--- src/bla_pkg.sv ---
package bla_pkg;

    // Ticket width and the saturation value of a ticket.
    localparam int TICKET_W = 32;
    localparam logic [TICKET_W-1:0] TICKET_MAX = '1;

    // Field widths of an item.
    localparam int TID_W = 4;

    // Command codes.
    localparam logic CMD_ACQUIRE = 1'b0;
    localparam logic CMD_RELEASE = 1'b1;

    // Strobes from the sequencer to the scan unit.
    typedef struct packed {
        logic clear;
        logic max_en;
        logic min_en;
    } scan_ctrl_t;

endpackage

--- src/bla_cell.sv ---
module bla_cell
    import bla_pkg::*;
(
    input  logic                clk,
    input  logic                rst_n,
    input  logic                shift,
    input  logic [TICKET_W-1:0] ticket_in,
    output logic [TICKET_W-1:0] ticket_out
);

    logic [TICKET_W-1:0] ticket_reg;
    logic [TICKET_W-1:0] ticket_next;

    // The cell takes its neighbour's ticket whenever the ring steps.
    always_comb
    begin
        ticket_next = shift ? ticket_in : ticket_reg;
    end

    // A thread that has never acquired holds no ticket.
    always_ff @(posedge clk or negedge rst_n)
    begin
        if (!rst_n)
        begin
            ticket_reg <= '0;
        end
        else
        begin
            ticket_reg <= ticket_next;
        end
    end

    assign ticket_out = ticket_reg;

endmodule

--- src/bla_scan.sv ---
module bla_scan
    import bla_pkg::*;
#(
    parameter int IDW = 4
)
(
    input  logic                clk,
    input  logic                rst_n,
    input  scan_ctrl_t          ctrl,
    input  logic [TICKET_W-1:0] ticket,
    input  logic [IDW-1:0]      id,
    output logic [TICKET_W-1:0] max_ticket,
    output logic                min_found,
    output logic [IDW-1:0]      min_id
);

    logic [TICKET_W-1:0] max_reg;
    logic [TICKET_W-1:0] max_next;
    logic [TICKET_W-1:0] min_reg;
    logic [TICKET_W-1:0] min_next;
    logic                found_reg;
    logic                found_next;
    logic [IDW-1:0]      min_id_reg;
    logic [IDW-1:0]      min_id_next;

    // Running maximum and running minimum of the nonzero tickets. Ids arrive
    // in ascending order, so a strict compare keeps the lowest id on a tie.
    always_comb
    begin
        max_next    = max_reg;
        min_next    = min_reg;
        found_next  = found_reg;
        min_id_next = min_id_reg;
        if (ctrl.clear)
        begin
            max_next    = '0;
            min_next    = '0;
            found_next  = 1'b0;
            min_id_next = '0;
        end
        else
        begin
            if (ctrl.max_en && (ticket > max_reg))
            begin
                max_next = ticket;
            end
            if (ctrl.min_en && (ticket != '0) && (!found_reg || (ticket < min_reg)))
            begin
                min_next    = ticket;
                found_next  = 1'b1;
                min_id_next = id;
            end
        end
    end

    always_ff @(posedge clk or negedge rst_n)
    begin
        if (!rst_n)
        begin
            found_reg <= 1'b0;
        end
        else
        begin
            found_reg <= found_next;
        end
    end

    always_ff @(posedge clk)
    begin
        max_reg    <= max_next;
        min_reg    <= min_next;
        min_id_reg <= min_id_next;
    end

    assign max_ticket = max_reg;
    assign min_found  = found_reg;
    assign min_id     = min_id_reg;

endmodule

--- src/bakery_lock_arbiter.sv ---
// Bakery lock arbiter. The tickets of all threads sit in a ring of cells that
// steps by one place a cycle during a walk, past a single compare unit at its
// head. An acquire walks the ring once to find the largest ticket, then walks
// it again to write the new ticket and find the holder. A release, or an item
// whose thread id is not below THREADS, needs only the second walk. After the
// second walk the result is loaded into an output register, and only then can
// the next item be accepted. One item is in work at a time; the result waits
// in the output register, and the next item may be accepted while it is still
// stalled there.
module bakery_lock_arbiter
    import bla_pkg::*;
#(
    parameter int THREADS = 16
)
(
    input  logic                clk,
    input  logic                rst_n,
    input  logic                in_valid,
    output logic                in_stall,
    input  logic                command,
    input  logic [TID_W-1:0]    thread_id,
    output logic                out_valid,
    input  logic                out_stall,
    output logic                requester_holds,
    output logic                holder_valid,
    output logic [TID_W-1:0]    holder_id,
    output logic [TICKET_W-1:0] ticket_given,
    output logic                ticket_saturated
);

    localparam int IDW  = $clog2(THREADS);
    localparam int CMPW = (IDW > TID_W) ? IDW : TID_W;
    localparam logic [IDW-1:0] LAST = IDW'(THREADS - 1);

    localparam logic [1:0] ST_IDLE = 2'd0;
    localparam logic [1:0] ST_MAXP = 2'd1;
    localparam logic [1:0] ST_MINP = 2'd2;
    localparam logic [1:0] ST_DONE = 2'd3;

    logic [1:0]          state_reg;
    logic [1:0]          state_next;
    logic [IDW-1:0]      cnt_reg;
    logic [IDW-1:0]      cnt_next;
    logic                cmd_reg;
    logic [TID_W-1:0]    tid_reg;
    logic                in_range_reg;
    logic                out_valid_reg;
    logic                out_valid_next;
    logic                req_holds_reg;
    logic                hold_valid_reg;
    logic [TID_W-1:0]    hold_id_reg;
    logic [TICKET_W-1:0] given_reg;
    logic                sat_reg;

    logic                accept;
    logic                load_out;
    logic                in_range;
    logic                shift;
    logic                hit;
    logic                acq_active;
    logic                sat_w;
    logic [TICKET_W-1:0] given_w;
    logic [TICKET_W-1:0] head;
    logic [TICKET_W-1:0] feed;
    logic [TICKET_W-1:0] max_ticket;
    logic                min_found;
    logic [IDW-1:0]      min_id;
    logic [CMPW-1:0]     min_id_ext;
    scan_ctrl_t          scan_ctrl;
    logic [TICKET_W-1:0] ring [THREADS];

    // Handshake and item decode.
    assign accept   = in_valid && !in_stall;
    assign in_stall = (state_reg != ST_IDLE);
    assign in_range = (32'(thread_id) < THREADS);
    assign load_out = (state_reg == ST_DONE) && (!out_valid_reg || !out_stall);

    // New ticket from the largest one seen on the first walk.
    assign acq_active = (cmd_reg == CMD_ACQUIRE) && in_range_reg;
    assign sat_w      = acq_active && (max_ticket == TICKET_MAX);
    assign given_w    = !acq_active ? '0 : (sat_w ? TICKET_MAX : max_ticket + 1'b1);

    // The cell at the head holds the ticket of thread cnt_reg; on the second
    // walk the requester's ticket is replaced as it passes the head.
    assign head  = ring[0];
    assign shift = (state_reg == ST_MAXP) || (state_reg == ST_MINP);
    assign hit   = in_range_reg && (CMPW'(cnt_reg) == CMPW'(tid_reg));
    assign feed  = ((state_reg == ST_MINP) && hit) ? given_w : head;

    // Ring of ticket cells, each handing its ticket towards the head.
    genvar g;
    generate
        for (g = 0; g < THREADS; g++)
        begin : g_cell
            if (g == THREADS - 1)
            begin : g_tail
                bla_cell u_cell (
                    .clk        (clk),
                    .rst_n      (rst_n),
                    .shift      (shift),
                    .ticket_in  (feed),
                    .ticket_out (ring[g])
                );
            end
            else
            begin : g_body
                bla_cell u_cell (
                    .clk        (clk),
                    .rst_n      (rst_n),
                    .shift      (shift),
                    .ticket_in  (ring[g+1]),
                    .ticket_out (ring[g])
                );
            end
        end
    endgenerate

    // Strobes for the compare unit.
    always_comb
    begin
        scan_ctrl.clear  = accept;
        scan_ctrl.max_en = (state_reg == ST_MAXP);
        scan_ctrl.min_en = (state_reg == ST_MINP);
    end

    bla_scan #(
        .IDW (IDW)
    ) u_scan (
        .clk        (clk),
        .rst_n      (rst_n),
        .ctrl       (scan_ctrl),
        .ticket     (feed),
        .id         (cnt_reg),
        .max_ticket (max_ticket),
        .min_found  (min_found),
        .min_id     (min_id)
    );

    assign min_id_ext = CMPW'(min_id);

    // Sequencer: optional maximum walk, update-and-minimum walk, result.
    always_comb
    begin
        state_next = state_reg;
        cnt_next   = cnt_reg;
        unique case (state_reg)
            ST_IDLE:
            begin
                if (accept)
                begin
                    cnt_next   = '0;
                    state_next = ((command == CMD_ACQUIRE) && in_range) ? ST_MAXP : ST_MINP;
                end
            end
            ST_MAXP:
            begin
                if (cnt_reg == LAST)
                begin
                    cnt_next   = '0;
                    state_next = ST_MINP;
                end
                else
                begin
                    cnt_next = cnt_reg + 1'b1;
                end
            end
            ST_MINP:
            begin
                if (cnt_reg == LAST)
                begin
                    cnt_next   = '0;
                    state_next = ST_DONE;
                end
                else
                begin
                    cnt_next = cnt_reg + 1'b1;
                end
            end
            ST_DONE:
            begin
                if (load_out)
                begin
                    state_next = ST_IDLE;
                end
            end
            default:
            begin
                state_next = ST_IDLE;
            end
        endcase
    end

    // Output register valid flag.
    always_comb
    begin
        out_valid_next = out_valid_reg;
        if (load_out)
        begin
            out_valid_next = 1'b1;
        end
        else if (out_valid_reg && !out_stall)
        begin
            out_valid_next = 1'b0;
        end
    end

    always_ff @(posedge clk or negedge rst_n)
    begin
        if (!rst_n)
        begin
            state_reg     <= ST_IDLE;
            cnt_reg       <= '0;
            out_valid_reg <= 1'b0;
        end
        else
        begin
            state_reg     <= state_next;
            cnt_reg       <= cnt_next;
            out_valid_reg <= out_valid_next;
        end
    end

    // Item capture and result payload.
    always_ff @(posedge clk)
    begin
        if (accept)
        begin
            cmd_reg      <= command;
            tid_reg      <= thread_id;
            in_range_reg <= in_range;
        end
        if (load_out)
        begin
            req_holds_reg  <= in_range_reg && min_found
                              && (min_id_ext == CMPW'(tid_reg));
            hold_valid_reg <= min_found;
            hold_id_reg    <= min_found ? min_id_ext[TID_W-1:0] : '0;
            given_reg      <= given_w;
            sat_reg        <= sat_w;
        end
    end

    assign out_valid        = out_valid_reg;
    assign requester_holds  = req_holds_reg;
    assign holder_valid     = hold_valid_reg;
    assign holder_id        = hold_id_reg;
    assign ticket_given     = given_reg;
    assign ticket_saturated = sat_reg;

    // An accepted item always starts a ring walk.
    assert property (@(posedge clk) disable iff (!rst_n)
        accept |=> (state_reg == ST_MAXP || state_reg == ST_MINP))
        else $error("accepted item did not start a walk");

    // The maximum walk always hands over to the minimum walk from thread zero.
    assert property (@(posedge clk) disable iff (!rst_n)
        (state_reg == ST_MAXP && cnt_reg == LAST) |=> (state_reg == ST_MINP && cnt_reg == '0))
        else $error("maximum walk did not hand over to minimum walk");

    // A fresh result only appears after a completed walk.
    assert property (@(posedge clk) disable iff (!rst_n)
        $rose(out_valid_reg) |-> $past(state_reg) == ST_DONE)
        else $error("result raised outside the done state");

    // A clamped ticket is always the top value.
    assert property (@(posedge clk) disable iff (!rst_n)
        (out_valid_reg && sat_reg) |-> (given_reg == TICKET_MAX))
        else $error("saturated ticket is not the maximum");

    // With no holder, nobody can be reported as holding the lock.
    assert property (@(posedge clk) disable iff (!rst_n)
        (out_valid_reg && !hold_valid_reg) |-> (!req_holds_reg && hold_id_reg == '0))
        else $error("holder reported without a valid holder");

endmodule
--- config.mk ---
export PLATFORM = sky130hd
export DESIGN_NAME = bakery_lock_arbiter
export DESIGN_NICKNAME = d
export VERILOG_FILES = /design/src/bla_pkg.sv /design/src/bla_cell.sv /design/src/bla_scan.sv /design/src/bakery_lock_arbiter.sv
export SDC_FILE = /design/constraint.sdc
export NUM_CORES = 1
export LEC_CHECK = 0
export BUFFER_PORTS_ARGS = -buffer_cell sky130_fd_sc_hd__buf_2
export CAP_MARGIN = 10
export CORE_AREA = 2 2 251 253
export CTS_CLUSTER_DIAMETER = 120
export CTS_CLUSTER_SIZE = 28
export DETAILED_ROUTE_END_ITERATION = 16
export DIE_AREA = 0 0 253 255
export SLEW_MARGIN = 10
export SYNTH_ARGS = -nofsm -noshare
export SYNTH_HDL_FRONTEND = slang
export SYNTH_SLANG_ARGS = --single-unit
--- constraint.sdc ---
create_clock -name clk -period 4.4 [get_ports clk]
set_input_delay 0.22 -clock clk [delete_from_list [all_inputs] [get_ports clk]]
set_output_delay 0.22 -clock clk [all_outputs]
set_load 0.03 [all_outputs]
==> flow_metrics.tcl, run 1 <==
set metrics [dict create \
    grt_pass1_wl_mm 86.7 \
    p_clk_frac 0.127 \
    critPathArrivalTime_ns 4.83 \
    clock_sinks 632 \
    fin_total_pwr_mw 23.0 \
    via_per_inst 5.28 \
    largest_register_ffs 480 \
    crit_slowest_cell "or3_1" \
    area_delta_synth_final_pct 12.8 \
    hold_violations 0 \
    ys_ff_latch 632 \
    syn_avg_cell_area_um2 13.6 \
    finClkSkew_ns 0.0259 \
    ys_seq_area_frac 0.594 \
    p_sw_mw 8.41 \
    cts-htree-levels 1 \
    synth_cells 1945 \
    overflow 0 \
    pre_cts_slack_ns -0.0986 \
    cp-start-kind "flip-flop" \
    syn-num-nets 2024 \
    final_cell_mix "dfrtp_1 (520), mux2_2 (514), buf_4 (153), nand2_1 (133), inv_1 (75)" \
    insertedDiodeCount 0 \
    dieWidth_um 253 \
    p_per_area_nw_per_um2 772 \
    holdWs_ns 0.220 \
    ir_drop_mv 0.526 \
    antenna_found_initial 0 \
    initial_core_util 0.425 \
    drtAntennaViolNets 0 \
    slew_viol_final 0 \
    slew_headroom 0.349 \
    final_common_cell "dfrtp_1" \
    placed_cell_area_um2 28700 \
    nets 2182 \
    cts_buffers 26 \
    routedWlPerCell_um 18.7 \
    status "complete, no violations" \
    finalSetupTns_ns 0 \
    min_path_type "input pin to asynchronous set/reset pin" \
    crit_chain "ha_1, nand3_2, or3_1, or3_4, buf_4, a21oi_2, mux2_4, ha_1, a21o_1, a21oi_1, o22ai_1, nor2_1, o211ai_1, o221ai_1, o2111ai_2, a21oi_4, buf_12, clkbuf_16, mux2i_1" \
    first_global_vias 15300 \
    netlist-cell-type-count 64 \
    ys.flop_type "dfrtp_1" \
    tightest_slew_ns 0.975 \
    yosys_warnings 0 \
    clk-insertion-delay-late_ns 0.60 \
    crit_type "flip-flop to flip-flop" \
    hpwlAfterDp_mm 39.1 \
    internal_power_mw 14.6 \
    cp-end-kind "flip-flop" \
    cts_tree "yes" \
    leakage_nw 14.4 \
    drcViolationCount 0 \
    cts_root_buf "clkbuf_16" \
    cp.required_ns 4.92 \
    die_area_um2 64500 \
    async_flop_share 0.823 \
    syn_area_um2 26400 \
    clk_path_buf_depth 3 \
    max_freq_mhz 232 \
    period_needed_ns 4.31 \
    gp_congestion 0.894 \
    wl_mm 54.6 \
    io_buffers 49 \
    worst_slack_ns 0.0912 \
    fp.dieH_um 255 \
    drive_gt1_frac 0.390 \
    combPwrFrac 0.474 \
    cpPeakStageDelay_ns 0.43 \
    coreArea_um2 62200 \
    setup_viol 0 \
    postLayoutCellArea_um2 29800 \
    rsz0062_at_grt "yes" \
    drv_cap 0 \
    dr.pass1.iters 5 \
    p_seq_frac 0.399 \
    num_rows 92 \
    crit_top_cell "ha_1" \
    grt_max_degree 136 \
    synth-edff-count 44 \
    fillCellCount 5508 \
    swShare 0.365 \
    clk_pin_slew_ns 0.11 \
    final.period_utilization 0.979 \
    vias 15400 \
    initialDrtViolationCount 1006 \
    path_max_fanout 7 \
    track_usage 0.169 \
    io_pins 50 \
]
## area by class of cell
class                           instances  area [um2]  area share
Sequential cell                       632       15700       0.527
Multi-Input combinational cell       1136       10200       0.341
Timing Repair Buffer                  231        1870      0.0626
Tap cell                              799        1000      0.0335
Clock buffer                           46         757      0.0254
Inverter                               76         285     0.00957
Clock inverter                          1        11.3    0.000378
## cell families (layout without fill, tap and decap cells)
| kind of cell | Yosys count | count (layout) | share of synthesized area |
|---|---|---|---|
| simple gates | 288 | 288 | 0.0509 |
| flops | 632 | 632 | 0.594 |
| fa+ha+maj | 70 | 70 | 0.0331 |
| mux | 559 | 559 | 0.236 |
| xor+xnor | 29 | 29 | 0.00961 |
| buf+inv | 177 | 354 | 0.0278 |
| compound gates | 190 | 190 | 0.0483 |
## power groups by stage
stage | Clock [mW] | Combinational (mW) | Sequential (mW)
6_report | 2.93 | 10.9 | 9.18
2_1_floorplan | 0 | 7.63 | 9.10
3_5_place_dp | 0 | 10.6 | 9.34
3_3_place_gp | 0 | 10.4 | 9.26
4_1_cts | 3.07 | 10.6 | 9.21
5_1_grt | 3.27 | 11.8 | 9.48
## worst max-delay path, delay by kind of cell (launching register included)
family          cells  cell delay, ns
compound gates      8            1.44
flops               1            0.38
mux                 2            0.36
simple gates        4            1.12
buf+inv             3            0.51
fa+ha+maj           2            0.42
## synthesized netlist by cell type, types with 3 or more instances
cell type / count / share of area
or4_1: 4 / 0.0011
mux2_2: 518 / 0.22
nand4_1: 21 / 0.0050
and4_1: 4 / 0.0013
a21o_1: 19 / 0.0054
buf_2: 5 / 0.00095
a21oi_1: 73 / 0.014
buf_12: 3 / 0.0023
o31ai_1: 3 / 0.00085
nor3_1: 22 / 0.0042
nand2_1: 137 / 0.019
and2_1: 5 / 0.0012
o21ai_0: 28 / 0.0053
dfrtp_1: 520 / 0.49
edfxtp_1: 44 / 0.050
a31oi_1: 6 / 0.0014
or3_1: 4 / 0.00095
a311oi_1: 26 / 0.0086
o221a_2: 4 / 0.0017
nand3_1: 19 / 0.0036
mux2i_1: 41 / 0.016
clkbuf_1: 89 / 0.013
xor2_1: 7 / 0.0023
o21a_1: 3 / 0.00085
nor2_1: 38 / 0.0054
dfxtp_1: 68 / 0.052
and3_1: 6 / 0.0014
inv_1: 75 / 0.011
a211oi_1: 3 / 0.00085
xnor2_1: 22 / 0.0073
nor2b_1: 4 / 0.00095
ha_1: 70 / 0.033
nor4_1: 16 / 0.0038
## worst paths after layout
kind | from | slack [ns] | to | depth (start not counted)
max in group asynchronous | rst_n | 2.93 | g_cell[3].g_body.u_cell.ticket_out[27] | 3
worst max register to register | u_scan.max_ticket[0] | 0.09 | u_scan.min_reg[14] | 19
min in group clk | in_valid | 0.22 | cnt_reg[1] | 3
worst max-delay path | u_scan.max_ticket[0] | 0.09 | u_scan.min_reg[14] | 19
worst min-delay path | rst_n | 0.22 | g_cell[7].g_body.u_cell.ticket_out[8] | 2
worst min register to register | u_scan.min_reg[7] | 0.46 | u_scan.min_reg[7] | 2
## routing by layer
layer	global-route usage	share of wire
met3	0.0182	0.036
met4	0.0367	0.018
met1	0.250	0.49
met5	0	0
met2	0.270	0.46
## metrics by stage
step / instances / util
floorplan: 1945 / -
global placement: 2860 / 0.462
detailed placement: 2860 / 0.462
CTS: 2915 / 0.476
global route: 2921 / 0.479
finish: 2921 / 0.479
## repair_timing
| item | in CTS | in global routing |
|---|---|---|
| pin swaps | 1 | 12 |
| setup buffers | 1 | 4 |
| endpoints found under the hold margin | 96 | 0 |
| hold buffers | 7 | 0 |
| endpoints found under the setup margin | 27 | 68 |
| cloned | 0 | 2 |
| gates resized for setup | 3 | 48 |
(Power assumes the default switching activity.)
==> run 2, diff against run 1 <==
- CORE_AREA: 2 2 251 253 -> 2 2 268 270
- DIE_AREA: 0 0 253 255 -> 0 0 270 272
- SYNTH_HIERARCHICAL: not set -> 1
==> flow_metrics.tcl, run 2 <==
set metrics [dict create \
    status "complete, no violations" \
    cpPeakStageDelay_ns 0.63 \
    crit_buf_inv 1 \
    ys_ff_latch 632 \
    cts_tree "yes" \
    drtAntennaViolNets 0 \
    synth_cells 2035 \
    cp-start-kind "flip-flop" \
    netlist-cell-type-count 63 \
    hpwlAfterDp_mm 37.6 \
    largest_register_ffs 480 \
    synthMuxAreaShare 0.273 \
    first_global_vias 16500 \
    max_freq_mhz 240 \
    clock_sinks 632 \
    drcViolationCount 0 \
    drv_cap 0 \
    syn_avg_cell_area_um2 14.8 \
    dieWidth_um 270 \
    area_delta_synth_final_pct 6.53 \
    synth-edff-count 44 \
    synthSimpleGateAreaFrac 0.0652 \
    synthAdderAreaFrac 0.0291 \
    coreArea_um2 70800 \
    yosys_warnings 6 \
    clk_path_buf_depth 3 \
    yosys.cell_count.top_type "dfrtp_1" \
    critPathArrivalTime_ns 4.68 \
    syn_area_um2 30100 \
    routedWlPerCell_um 18.5 \
    synth_area_leaders "dfrtp_1 (43%), mux2_4 (24%), dfxtp_1 (4.5%)" \
    initial_core_util 0.426 \
    cp-end-kind "flip-flop" \
    cts_root_buf "clkbuf_16" \
    final_common_cell "dfrtp_1" \
    crit_type "flip-flop to flip-flop" \
    grt_pass1_wl_mm 93.2 \
    io_buffers 49 \
    cp.depth 12 \
    period_needed_ns 4.16 \
    cts_buffers 26 \
    hold_violations 0 \
    cts-htree-levels 1 \
    min_path_type "input pin to asynchronous set/reset pin" \
    crit_chain "nand4_2, or4_4, or4_1, a32o_1, ha_1, nand4_2, nor4_4, a31oi_2, buf_4, nor3_1, a41oi_1, o311ai_1" \
    die_area_um2 73400 \
    wl_mm 56.7 \
    slew_viol_final 0 \
    syn-num-nets 2114 \
    setup_viol 0 \
    clk-insertion-delay-late_ns 0.62 \
    clk_pin_slew_ns 0.13 \
    synth_top_area_cell "dfrtp_1" \
    fp.dieH_um 272 \
    pre_cts_slack_ns -0.0768 \
    final.period_utilization 0.945 \
    finClkSkew_ns 0.0315 \
    nets 2177 \
    overflow 0 \
    vias 15900 \
    synthTopCellsByCount "dfrtp_1 (520), mux2_4 (480), nand2b_1 (83)" \
    ff2ff_path_depth 12 \
    tightest_slew_ns 0.774 \
    synth_compound_area_frac 0.0475 \
    gp_congestion 0.870 \
    synth-xor-area-share 0.00698 \
    crit_top_cell "nand4_2" \
    num_rows 98 \
    io_pins 50 \
    cp.required_ns 4.92 \
    synth_top_family_by_area "multiplexers" \
    final_cell_mix "dfrtp_1 (520), mux2_4 (480), nand2b_1 (82), inv_1 (81), buf_4 (77)" \
    via_per_inst 5.17 \
    track_usage 0.153 \
    rsz0062_at_grt "no" \
    utilization 0.454 \
    dr.pass1.iters 6 \
    path_max_fanout 14 \
    crit_slowest_cell "or4_4" \
    ys.flop_type "dfrtp_1" \
    initialDrtViolationCount 1063 \
    slew_headroom 0.484 \
    ys_seq_area_frac 0.521 \
    insertedDiodeCount 0 \
    drive_gt1_frac 0.355 \
    worst_slack_ns 0.240 \
    synth_top_area_share 0.432 \
    antenna_found_initial 0 \
    grt_max_degree 113 \
    cp_top_family "simple AND/OR/NAND/NOR gates" \
    async_flop_share 0.823 \
]
==> run 2: final timing paths <==
kind / start / end / slack, ns
hold reg to reg: u_scan/min_reg[2] / u_scan/min_reg[2] / 0.48
max in group asynchronous: rst_n / g_cell[8].g_body.u_cell/ticket_out[3] / 3.03
hold / removal: rst_n / g_cell[8].g_body.u_cell/ticket_out[11] / 0.25
min in group clk: thread_id[3] / tid_reg[3] / 0.32
setup / recovery: u_scan/max_ticket[6] / u_scan/max_ticket[20] / 0.24
setup reg to reg: u_scan/max_ticket[6] / u_scan/max_ticket[20] / 0.24
==> run 2: what timing repair did <==
item / in CTS / in global routing
hold endpoints to repair: 103 / 0
gates resized for setup: 1 / 20
hold buffers: 8 / 0
gates cloned: 0 / 1
setup endpoints to repair: 36 / 68
buffers inserted: 0 / 10
pin swaps: 0 / 8
==> run 2: layout make-up <==
class | instances | area, um2
Fill cell | 6229 | 38700
Clock inverter | 1 | 16.3
Inverter | 81 | 304
Timing Repair Buffer | 154 | 1310
Multi-Input combinational cell | 1203 | 12800
Tap cell | 950 | 1190
Sequential cell | 632 | 15700
Clock buffer | 47 | 751
==> run 2: routing by layer <==
metal | vias to the layer above | share of wire | track usage
met5 | - | 0 | 0
met4 | 0 | 0.022 | 0.0346
met3 | 72 | 0.031 | 0.0169
met2 | 229 | 0.45 | 0.239
met1 | 8153 | 0.50 | 0.229
li1 | 7414 | - | -
==> run 2: cell families (layout without fill, tap and decap cells) <==
logic type / after synthesis / count (layout)
AOI/OAI and AO/OA: 183 / 183
xor gates and xnor gates: 24 / 24
adders and majority gates: 70 / 70
buffers and inverters: 201 / 283
DFF: 632 / 632
muxes: 576 / 576
and+or+nand+nor: 349 / 350
==> run 2: metrics by stage <==
step	cell area (um2)	hold WS [ns]	TNS, ns	std cells
after CTS	31900	0.266	0	3057
after global placement	31100	0.329	0	3001
final	32100	0.249	0	3068
after detailed placement	31100	0.329	-1.04	3001
after global routing	32100	0.288	0	3068
after floorplan	30100	-0.0756	0	2035
Power of run 2 is left out: the tool's default activity adds up to more than one toggle a clock period on the data nets, which glitch-free logic cannot reach.
